<file path="config.mk">
export PLATFORM = sky130hd
export DESIGN_NAME = byte_stuffed_frame_decoder
export DESIGN_NICKNAME = d
export VERILOG_FILES = /design/src/design/bsfd_pkg.sv /design/src/design/byte_stuffed_frame_decoder.sv /design/src/design/bsfd_crc16.sv /design/src/design/bsfd_core.sv /design/src/design/bsfd_out_fifo.sv
export SDC_FILE = /design/constraint.sdc
export NUM_CORES = 1
export LEC_CHECK = 0
export ABC_CLOCK_PERIOD_IN_PS = 6200
export BUFFER_PORTS_ARGS = -buffer_cell sky130_fd_sc_hd__clkbuf_2
export CAP_MARGIN = 0
export CORE_ASPECT_RATIO = 0.6
export CORE_MARGIN = 10
export CORE_UTILIZATION = 49
export DETAILED_ROUTE_END_ITERATION = 8
export PLACE_DENSITY = 0.66
export SYNTH_ARGS = -nofsm -noshare
export SYNTH_HDL_FRONTEND = slang
export SYNTH_SLANG_ARGS = --single-unit
</file>
<file path="constraint.sdc">
create_clock -name clk_i -period 6.2 [get_ports clk_i]
set_input_delay 0.31 -clock clk_i [delete_from_list [all_inputs] [get_ports clk_i]]
set_output_delay 0.31 -clock clk_i [all_outputs]
set_load 0.02 [all_outputs]
</file>
<file path="src/design/bsfd_pkg.sv">
`timescale 1ns / 1ps
// ----------------------------------------------------------------------------
// bsfd_pkg
// shared codes, marker bytes and the result type of the frame decoder
// ----------------------------------------------------------------------------
package bsfd_pkg;

  // marker bytes of the stuffed stream
  localparam logic [7:0] BYTE_SOF     = 8'hFE;
  localparam logic [7:0] BYTE_EOF     = 8'hFF;
  localparam logic [7:0] BYTE_ESC     = 8'hFD;
  localparam logic [7:0] ESC_XOR_MASK = 8'h20;

  // crc-16/x.25, reflected
  localparam logic [15:0] CRC_INIT    = 16'hFFFF;
  localparam logic [15:0] CRC_POLY    = 16'h8408;
  localparam logic [15:0] CRC_RESIDUE = 16'hF0B8;

  // header field values
  localparam logic [7:0] HDR_SLOT     = 8'h00;
  localparam logic [7:0] HDR_MSG_TYPE = 8'h0E;
  localparam logic [7:0] HDR_CMD_MAX  = 8'h02;
  localparam logic [7:0] HDR_VERSION  = 8'h01;
  localparam logic [7:0] HDR_DTD      = 8'h01;
  localparam logic [7:0] HDR_APP_LEN  = 8'h02;
  localparam logic [3:0] FLAGS_LOW_MASK = 4'hF;

  // result kinds
  localparam logic [1:0] KIND_HEADER  = 2'd0;
  localparam logic [1:0] KIND_PAYLOAD = 2'd1;
  localparam logic [1:0] KIND_END     = 2'd2;

  // command codes
  localparam logic [1:0] CMD_DATA = 2'd0;

  // end status codes
  localparam logic [1:0] STAT_GOOD      = 2'd0;
  localparam logic [1:0] STAT_CRC_BAD   = 2'd1;
  localparam logic [1:0] STAT_HDR_BAD   = 2'd2;
  localparam logic [1:0] STAT_TOO_SHORT = 2'd3;

  typedef struct packed {
    logic [1:0] kind;
    logic [7:0] data;
    logic [1:0] command;
    logic [7:0] flags;
    logic [7:0] minor;
    logic [7:0] major;
    logic [1:0] status;
  } result_t;

endpackage

</file>
<file path="src/design/byte_stuffed_frame_decoder.sv">
`timescale 1ns / 1ps
// ----------------------------------------------------------------------------
// byte_stuffed_frame_decoder
// byte-unstuffing deframer with header check and crc-16/x.25 frame check
// ----------------------------------------------------------------------------
// usage
//   rx channel (rx_valid_i / rx_ready_o / rx_byte_i) takes one raw byte of
//   the stuffed stream per item; 0xfe opens or restarts a frame, 0xfd
//   escapes the next byte, 0xff closes the frame
//   res channel (res_valid_o / res_ready_i) gives at most one result item
//   per byte: header accepted, payload byte, or end of frame with status
//   results: a byte is decoded straight out of the input register; the
//   result it gives, if any, is written into the result buffer, which
//   drives res_valid_o
//   throughput: one byte per cycle while the result buffer has space,
//   with the crc step and header check combinational in between
//   stall: a two-entry result buffer lets input keep flowing while a
//   result waits; when it is full the decode stage holds and rx_ready_o
//   drops once the input register is occupied
//   reset: the decoder returns to idle outside any frame, the crc to
//   0xffff, and both the input register and the result buffer empty
// ----------------------------------------------------------------------------
module byte_stuffed_frame_decoder
  import bsfd_pkg::*;
(
  input  logic       clk_i,
  input  logic       rst_ni,
  // raw byte channel
  input  logic       rx_valid_i,
  output logic       rx_ready_o,
  input  logic [7:0] rx_byte_i,
  // result channel
  output logic       res_valid_o,
  input  logic       res_ready_i,
  output logic [1:0] result_kind_o,
  output logic [7:0] data_byte_o,
  output logic [1:0] command_code_o,
  output logic [7:0] flags_byte_o,
  output logic [7:0] app_minor_version_o,
  output logic [7:0] app_major_version_o,
  output logic [1:0] frame_status_o
);

  // input register
  logic       in_valid_q, in_valid_d;
  logic [7:0] in_byte_q;

  // decode stage control
  logic       buf_space;
  logic       advance;
  logic       dec_valid;
  result_t    dec_res;
  result_t    out_res;

  // the decode stage moves only when the buffer can take a result
  assign advance    = in_valid_q && buf_space;
  assign rx_ready_o = !in_valid_q || advance;

  always_comb begin
    in_valid_d = in_valid_q;
    priority if (rx_valid_i && rx_ready_o) begin
      in_valid_d = 1'b1;
    end else if (advance) begin
      in_valid_d = 1'b0;
    end else begin
      in_valid_d = in_valid_q;
    end
  end

  always_ff @(posedge clk_i or negedge rst_ni) begin
    if (!rst_ni) begin
      in_valid_q <= 1'b0;
    end else begin
      in_valid_q <= in_valid_d;
    end
  end

  // byte register carries data only and has no reset
  always_ff @(posedge clk_i) begin
    if (rx_valid_i && rx_ready_o) begin
      in_byte_q <= rx_byte_i;
    end
  end

  // unescape, crc, header check and payload hold
  bsfd_core u_core (
    .clk_i        (clk_i),
    .rst_ni       (rst_ni),
    .byte_valid_i (advance),
    .byte_i       (in_byte_q),
    .res_valid_o  (dec_valid),
    .res_o        (dec_res)
  );

  // result buffer decouples the receiver from the decode stage
  bsfd_out_fifo u_out (
    .clk_i      (clk_i),
    .rst_ni     (rst_ni),
    .wr_valid_i (dec_valid),
    .wr_data_i  (dec_res),
    .space_o    (buf_space),
    .rd_valid_o (res_valid_o),
    .rd_ready_i (res_ready_i),
    .rd_data_o  (out_res)
  );

  assign result_kind_o       = out_res.kind;
  assign data_byte_o         = out_res.data;
  assign command_code_o      = out_res.command;
  assign flags_byte_o        = out_res.flags;
  assign app_minor_version_o = out_res.minor;
  assign app_major_version_o = out_res.major;
  assign frame_status_o      = out_res.status;

endmodule

</file>
<file path="src/design/bsfd_crc16.sv">
`timescale 1ns / 1ps
// ----------------------------------------------------------------------------
// bsfd_crc16
// one byte step of the reflected crc-16/x.25
// ----------------------------------------------------------------------------
module bsfd_crc16
  import bsfd_pkg::*;
(
  input  logic [15:0] crc_i,
  input  logic [7:0]  byte_i,
  output logic [15:0] crc_o
);

  logic [15:0] work;

  always_comb begin
    work = crc_i ^ {8'h00, byte_i};
    for (int i = 0; i < 8; i++) begin
      if (work[0]) begin
        work = (work >> 1) ^ CRC_POLY;
      end else begin
        work = work >> 1;
      end
    end
    crc_o = work;
  end

endmodule

</file>
<file path="src/design/bsfd_core.sv">
`timescale 1ns / 1ps
// ----------------------------------------------------------------------------
// bsfd_core
// frame state, unescaping, header check and payload hold, one byte a cycle
// ----------------------------------------------------------------------------
module bsfd_core
  import bsfd_pkg::*;
(
  input  logic    clk_i,
  input  logic    rst_ni,
  input  logic    byte_valid_i,
  input  logic [7:0] byte_i,
  output logic    res_valid_o,
  output result_t res_o
);

  localparam logic [1:0] PH_IDLE    = 2'd0;
  localparam logic [1:0] PH_HEADER  = 2'd1;
  localparam logic [1:0] PH_PAYLOAD = 2'd2;
  localparam logic [1:0] PH_REJECT  = 2'd3;

  logic [1:0]  phase_q, phase_d;
  logic [3:0]  pos_q, pos_d;
  logic        esc_q, esc_d;
  logic [15:0] crc_q, crc_d;
  logic [7:0]  hold0_q, hold0_d, hold1_q, hold1_d;
  logic [1:0]  hold_cnt_q, hold_cnt_d;
  logic [1:0]  cmd_q, cmd_d;
  logic [7:0]  flags_q, flags_d;
  logic [7:0]  minor_q, minor_d;

  logic [7:0]  data_b;
  logic [15:0] crc_next;
  logic        take_data;
  logic        hdr_ok;
  logic        hdr_done;

  assign data_b = esc_q ? (byte_i ^ ESC_XOR_MASK) : byte_i;

  bsfd_crc16 u_crc (
    .crc_i  (crc_q),
    .byte_i (data_b),
    .crc_o  (crc_next)
  );

  always_comb begin
    phase_d    = phase_q;
    pos_d      = pos_q;
    esc_d      = esc_q;
    crc_d      = crc_q;
    hold0_d    = hold0_q;
    hold1_d    = hold1_q;
    hold_cnt_d = hold_cnt_q;
    cmd_d      = cmd_q;
    flags_d    = flags_q;
    minor_d    = minor_q;
    take_data  = 1'b0;
    hdr_ok     = 1'b1;
    hdr_done   = 1'b0;
    res_valid_o = 1'b0;
    res_o       = '0;

    if (byte_valid_i) begin
      if (byte_i == BYTE_SOF) begin
        phase_d    = PH_HEADER;
        pos_d      = '0;
        esc_d      = 1'b0;
        crc_d      = CRC_INIT;
        hold_cnt_d = '0;
        cmd_d      = '0;
        flags_d    = '0;
        minor_d    = '0;
      end else if (phase_q != PH_IDLE) begin
        if (esc_q) begin
          esc_d     = 1'b0;
          take_data = 1'b1;
        end else if (byte_i == BYTE_ESC) begin
          esc_d = 1'b1;
        end else if (byte_i == BYTE_EOF) begin
          res_valid_o = 1'b1;
          res_o.kind  = KIND_END;
          priority if (phase_q == PH_HEADER) begin
            res_o.status = STAT_TOO_SHORT;
          end else if (phase_q == PH_REJECT) begin
            res_o.status = STAT_HDR_BAD;
          end else if (hold_cnt_q != 2'd2) begin
            res_o.status = STAT_TOO_SHORT;
          end else if (crc_q == CRC_RESIDUE) begin
            res_o.status = STAT_GOOD;
          end else begin
            res_o.status = STAT_CRC_BAD;
          end
          phase_d    = PH_IDLE;
          pos_d      = '0;
          hold_cnt_d = '0;
        end else begin
          take_data = 1'b1;
        end
      end
    end

    if (take_data) begin
      crc_d = crc_next;
      unique case (phase_q)
        PH_HEADER: begin
          unique case (pos_q)
            4'd0: hdr_ok = (data_b == HDR_SLOT);
            4'd1: hdr_ok = (data_b == HDR_MSG_TYPE);
            4'd2: begin
              hdr_ok = (data_b <= HDR_CMD_MAX);
              cmd_d  = data_b[1:0];
            end
            4'd3: begin
              hdr_ok   = (data_b == HDR_VERSION);
              hdr_done = (cmd_q != CMD_DATA);
            end
            4'd4: begin
              hdr_ok  = (data_b[3:0] & FLAGS_LOW_MASK) == 4'h0;
              flags_d = data_b;
            end
            4'd5: hdr_ok = (data_b == HDR_DTD);
            4'd6: hdr_ok = (data_b == HDR_APP_LEN);
            4'd7: minor_d = data_b;
            4'd8: hdr_done = 1'b1;
            default: hdr_ok = 1'b0;
          endcase
          if (!hdr_ok) begin
            phase_d = PH_REJECT;
          end else if (!hdr_done) begin
            pos_d = pos_q + 4'd1;
          end else begin
            phase_d       = PH_PAYLOAD;
            hold_cnt_d    = '0;
            res_valid_o   = 1'b1;
            res_o.kind    = KIND_HEADER;
            res_o.command = cmd_d;
            if (cmd_d == CMD_DATA) begin
              res_o.flags = flags_q;
              res_o.minor = minor_q;
              res_o.major = data_b;
            end
          end
        end
        PH_PAYLOAD: begin
          if (hold_cnt_q != 2'd2) begin
            if (hold_cnt_q[0]) begin
              hold1_d = data_b;
            end else begin
              hold0_d = data_b;
            end
            hold_cnt_d = hold_cnt_q + 2'd1;
          end else begin
            res_valid_o = 1'b1;
            res_o.kind  = KIND_PAYLOAD;
            res_o.data  = hold0_q;
            hold0_d     = hold1_q;
            hold1_d     = data_b;
          end
        end
        default: ;
      endcase
    end
  end

  always_ff @(posedge clk_i or negedge rst_ni) begin
    if (!rst_ni) begin
      phase_q    <= PH_IDLE;
      pos_q      <= '0;
      esc_q      <= 1'b0;
      crc_q      <= CRC_INIT;
      hold_cnt_q <= '0;
      cmd_q      <= '0;
      flags_q    <= '0;
      minor_q    <= '0;
    end else begin
      phase_q    <= phase_d;
      pos_q      <= pos_d;
      esc_q      <= esc_d;
      crc_q      <= crc_d;
      hold_cnt_q <= hold_cnt_d;
      cmd_q      <= cmd_d;
      flags_q    <= flags_d;
      minor_q    <= minor_d;
    end
  end

  // payload hold needs no reset, only counted entries are read
  always_ff @(posedge clk_i) begin
    hold0_q <= hold0_d;
    hold1_q <= hold1_d;
  end

`ifndef ASSERT_OFF
  a_hold_cnt_range: assert property (@(posedge clk_i) disable iff (!rst_ni)
    hold_cnt_q != 2'd3)
    else $error("hold count out of range");

  a_sof_restarts: assert property (@(posedge clk_i) disable iff (!rst_ni)
    byte_valid_i && (byte_i == BYTE_SOF)
    |=> (phase_q == PH_HEADER) && (crc_q == CRC_INIT) && !esc_q && (hold_cnt_q == 2'd0))
    else $error("start byte did not restart the frame");

  a_header_from_header: assert property (@(posedge clk_i) disable iff (!rst_ni)
    res_valid_o && (res_o.kind == KIND_HEADER) |-> (phase_q == PH_HEADER))
    else $error("header result outside header phase");

  a_payload_needs_hold: assert property (@(posedge clk_i) disable iff (!rst_ni)
    res_valid_o && (res_o.kind == KIND_PAYLOAD)
    |-> (phase_q == PH_PAYLOAD) && (hold_cnt_q == 2'd2))
    else $error("payload result without a full hold");
`endif

endmodule

</file>
<file path="src/design/bsfd_out_fifo.sv">
`timescale 1ns / 1ps
// ----------------------------------------------------------------------------
// bsfd_out_fifo
// two-entry result buffer between the decoder and the result channel
// ----------------------------------------------------------------------------
module bsfd_out_fifo
  import bsfd_pkg::*;
(
  input  logic    clk_i,
  input  logic    rst_ni,
  input  logic    wr_valid_i,
  input  result_t wr_data_i,
  output logic    space_o,
  output logic    rd_valid_o,
  input  logic    rd_ready_i,
  output result_t rd_data_o
);

  result_t    mem [2];
  logic       wr_ptr_q, rd_ptr_q;
  logic [1:0] count_q, count_d;
  logic       do_rd;

  assign space_o    = (count_q != 2'd2);
  assign rd_valid_o = (count_q != 2'd0);
  assign rd_data_o  = mem[rd_ptr_q];
  assign do_rd      = rd_valid_o && rd_ready_i;

  always_comb begin
    count_d = count_q;
    unique case ({wr_valid_i, do_rd})
      2'b10:   count_d = count_q + 2'd1;
      2'b01:   count_d = count_q - 2'd1;
      default: count_d = count_q;
    endcase
  end

  always_ff @(posedge clk_i or negedge rst_ni) begin
    if (!rst_ni) begin
      wr_ptr_q <= 1'b0;
      rd_ptr_q <= 1'b0;
      count_q  <= '0;
    end else begin
      if (wr_valid_i) begin
        wr_ptr_q <= ~wr_ptr_q;
      end
      if (do_rd) begin
        rd_ptr_q <= ~rd_ptr_q;
      end
      count_q <= count_d;
    end
  end

  always_ff @(posedge clk_i) begin
    if (wr_valid_i) begin
      mem[wr_ptr_q] <= wr_data_i;
    end
  end

endmodule
</file>
==> reports/qor.csv <==
metric,value,unit
status,completed,
rr_worst_depth,7,
synthesis.area,0.00662,sq mm
worst_slew_pin_slew,1060,ps
syn_inst,525,
overflow,0,
p_per_area,398,mW/mm^2
h-tree-depth,4,
gr-usage-all-layers,0.160,
nets,597,
final_antenna_net_count,0,
dp_hpwl,9.64,mm
crit_family,buffers and inverters,
synth_seq_cells,148,
wl,14.5,mm
worstPathArrival,3240,ps
num_vias,4221,
start_kind,flop,
final.setup.tns,0,ps
grt_pass1_wl,23.1,mm
syn_to_final_growth,15.4,%
hold_violations,0,
maxCapViolCount,0,
rows,32,
die_x,170,microns
drt_iter0_drc,405,
wl_per_cell,19.0,microns
dr.pass1.iters,6,
path_buf_inv,2,
path_max_fanout,40,
finalMaxSlewViolations,0,
drc,0,
ys_types,59,
grt_pass1_vias,4183,
avgSynthCellArea,12.6,sq um
leakage,2.60,nW
cts_sinks,148,
cts_buffer_depth,2,
min_period,3180,ps
synthArstFlopShare,0.324,
dieArea,0.0187,sq mm
period_share,0.513,
insertion_delay,420,ps
crit_slowest_cell,edfxtp_1,
die_h,110,microns
port_buffers,51,
gp_congestion,0.914,
post-cts-setup-buffers,0,
relSlewSlack,0.292,
critical_path_required,6250,ps
setup_viol,0,
rsz0062_at_grt,no,
clock_skew,9.17,ps
synth.yosys.warnings,0,
crit_chain,nand2_1 -> nor2_1 -> a211oi_4 -> buf_4 -> a2bb2oi_1 -> a21boi_4 -> buf_4,
antenna_cells,0,
grt_max_degree,49,
numCtsBuffers,17,
synth_ff_type,edfxtp_1,
cts_hold_buf,0,
total_power,0.00304,W
fmax,314,MHz
holdCritPathClass,primary input to async pin,
ir_drop,207,uV
num_io_pins,52,
antenna_found_initial,0,
core,0.0130,sq mm
endpoint_kind,flop,
crit_type,flop to flop,
cp.depth,7,
critPathMaxStageDelay,590,ps
cts-resized-gates,0,
routed_via_density,5.55,
cts_root_buf,clkbuf_16,
synth-seq-area-share,0.638,
cpMostUsedCell,buf_4,
start_util,0.509,
cts_tree,yes,
layout-drive-gt1-share,0.271,
clkTransAtPathRegs,60,ps
synth_edf_count,100,
syn-num-nets,545,
## cell type report
type / instances / area (sq um)
repair buffers: 58 / 308
clock inverters: 15 / 151
clock buffers: 17 / 425
inverters: 9 / 33.8
well taps: 170 / 213
fillers: 1023 / 5370
flip-flops and latches: 148 / 4220
multi-input cells: 343 / 2280
## cell families (layout without fill, tap and decap cells)
logic type | Yosys count | count (layout) | synth area share
xor gates and xnor gates | 29 | 29 | 0.0384
DFF | 148 | 148 | 0.638
muxes | 48 | 48 | 0.0811
AOI/OAI and AO/OA | 80 | 80 | 0.0754
and+or+nand+nor | 178 | 178 | 0.130
adders and majority gates | 8 | 8 | 0.0151
buffers and inverters | 34 | 99 | 0.0212
## stage by stage
| stage | hold slack (ps) | utilization | cells | cell area, sq um | worst slack [ps] |
|---|---|---|---|---|---|
| 3_3_place_gp | 447 | 0.543 | 728 | 7060 | 3170 |
| 4_1_cts | 14.6 | 0.587 | 760 | 7640 | 3040 |
| 5_1_grt | 56.3 | 0.587 | 760 | 7640 | 2820 |
| 6_report | 3.51 | 0.587 | 760 | 7640 | 3020 |
| 2_1_floorplan | 14.4 | - | 525 | 6620 | 1260 |
| 3_5_place_dp | 459 | 0.543 | 728 | 7060 | 3080 |
## worst paths after layout
kind	from	end	slack (ps)
min in group clk_i	rx_byte_i[2]	in_byte_q[2]$_DFFE_PP_	60
worst max-delay path	in_byte_q[3]$_DFFE_PP_	u_out.mem[1][11]$_DFFE_PP_	3020
worst max register to register	in_byte_q[3]$_DFFE_PP_	u_out.mem[1][11]$_DFFE_PP_	3020
worst min register to register	u_out.rd_ptr_q$_DFFE_PN0P_	u_out.rd_ptr_q$_DFFE_PN0P_	490
worst min-delay path	rst_ni	u_out.count_q[1]$_DFFE_PN0P_	4
max in group asynchronous	rst_ni	u_core.minor_q[3]$_DFF_PN0_	5780
## synth_stat cells, types with 2 or more instances
cell type / n / area share
and2_1: 13 / 0.012
nand3_1: 8 / 0.0061
nand2_1: 69 / 0.039
a211oi_1: 6 / 0.0068
nand4_1: 3 / 0.0028
o21ai_0: 27 / 0.020
o41ai_1: 2 / 0.0026
nor2b_1: 7 / 0.0066
nand3b_1: 3 / 0.0034
mux2i_1: 3 / 0.0045
a21o_1: 2 / 0.0023
xor2_1: 10 / 0.013
nor2_1: 34 / 0.019
o32ai_1: 2 / 0.0026
nor4_1: 2 / 0.0019
and4_1: 2 / 0.0026
inv_1: 8 / 0.0045
edfxtp_1: 100 / 0.45
xnor2_1: 19 / 0.025
nor3_1: 17 / 0.013
o21a_1: 4 / 0.0045
a21oi_1: 22 / 0.017
and3_1: 3 / 0.0028
nor3b_1: 4 / 0.0045
mux2_2: 45 / 0.077
nand2b_1: 4 / 0.0038
ha_1: 8 / 0.015
dfrtp_1: 32 / 0.12
buf_2: 3 / 0.0023
clkbuf_1: 19 / 0.011
dfstp_2: 16 / 0.064
## flip-flops by register name, indices dropped and copies added (netlist names)
| register | cells |
|---|---|
| u_out.mem | 76 |
| u_core.esc_q | 1 |
| u_core.minor_q | 8 |
| u_core.pos_q | 4 |
| u_out.rd_ptr_q | 1 |
| in_byte_q | 8 |
| u_core.hold_cnt_q | 2 |
| u_core.hold0_q | 8 |
| in_valid_q | 1 |
| u_core.flags_q | 8 |
| u_core.hold1_q | 8 |
| u_core.phase_q | 2 |
| u_core.crc_q | 16 |
| u_core.cmd_q | 2 |
| u_out.count_q | 2 |
| u_out.wr_ptr_q | 1 |
## worst register-to-register path: cells and delay by family (launching register included)
kind	cells	cell delay, ps
DFF	1	590
buffers and inverters	2	930
and+or+nand+nor	2	440
AOI/OAI and AO/OA	3	850
## layer usage
| metal | global-route usage | vias up | part of all wire |
|---|---|---|---|
| li1 | - | 2005 | - |
| met1 | 0.227 | 2038 | 0.49 |
| met2 | 0.227 | 160 | 0.41 |
| met3 | 0.0554 | 18 | 0.095 |
| met4 | 0.0523 | 0 | 0.011 |
| met5 | 0 | - | 0 |
## where the power goes
part	total, W	switching, W	leakage, nW	internal [W]
sequential	0.00128	0.000101	1.40	0.00118
clock	0.000990	0.000426	0.271	0.000563
combinational	0.000769	0.000438	0.930	0.000331
## cells in the final DEF (no fill, tap or decap), types with 3 or more instances in the layout
master      Yosys  final
nor3b_1         4      4
nand3_1         8      8
mux2_2         45     45
nand3b_1        3      3
xor2_1         10     10
mux2i_1         3      3
a21oi_1        22     21
nor3_1         17     17
edfxtp_1      100    100
clkbuf_2        1     51
dfrtp_1        32     32
o21a_1          4      4
nor2b_1         7      7
nand4_1         3      3
inv_1           8      8
xnor2_1        19     19
nand2_1        69     69
and2_1         13     13
a211oi_1        6      6
nor2_1         34     34
o21ai_0        27     27
clkbuf_16       0     17
nand2b_1        4      4
and3_1          3      3
clkinvlp_4      0      4
inv_6           0      4
ha_1            8      8
dfstp_2        16     16
buf_4           0      7
(Power assumes the default switching activity.)
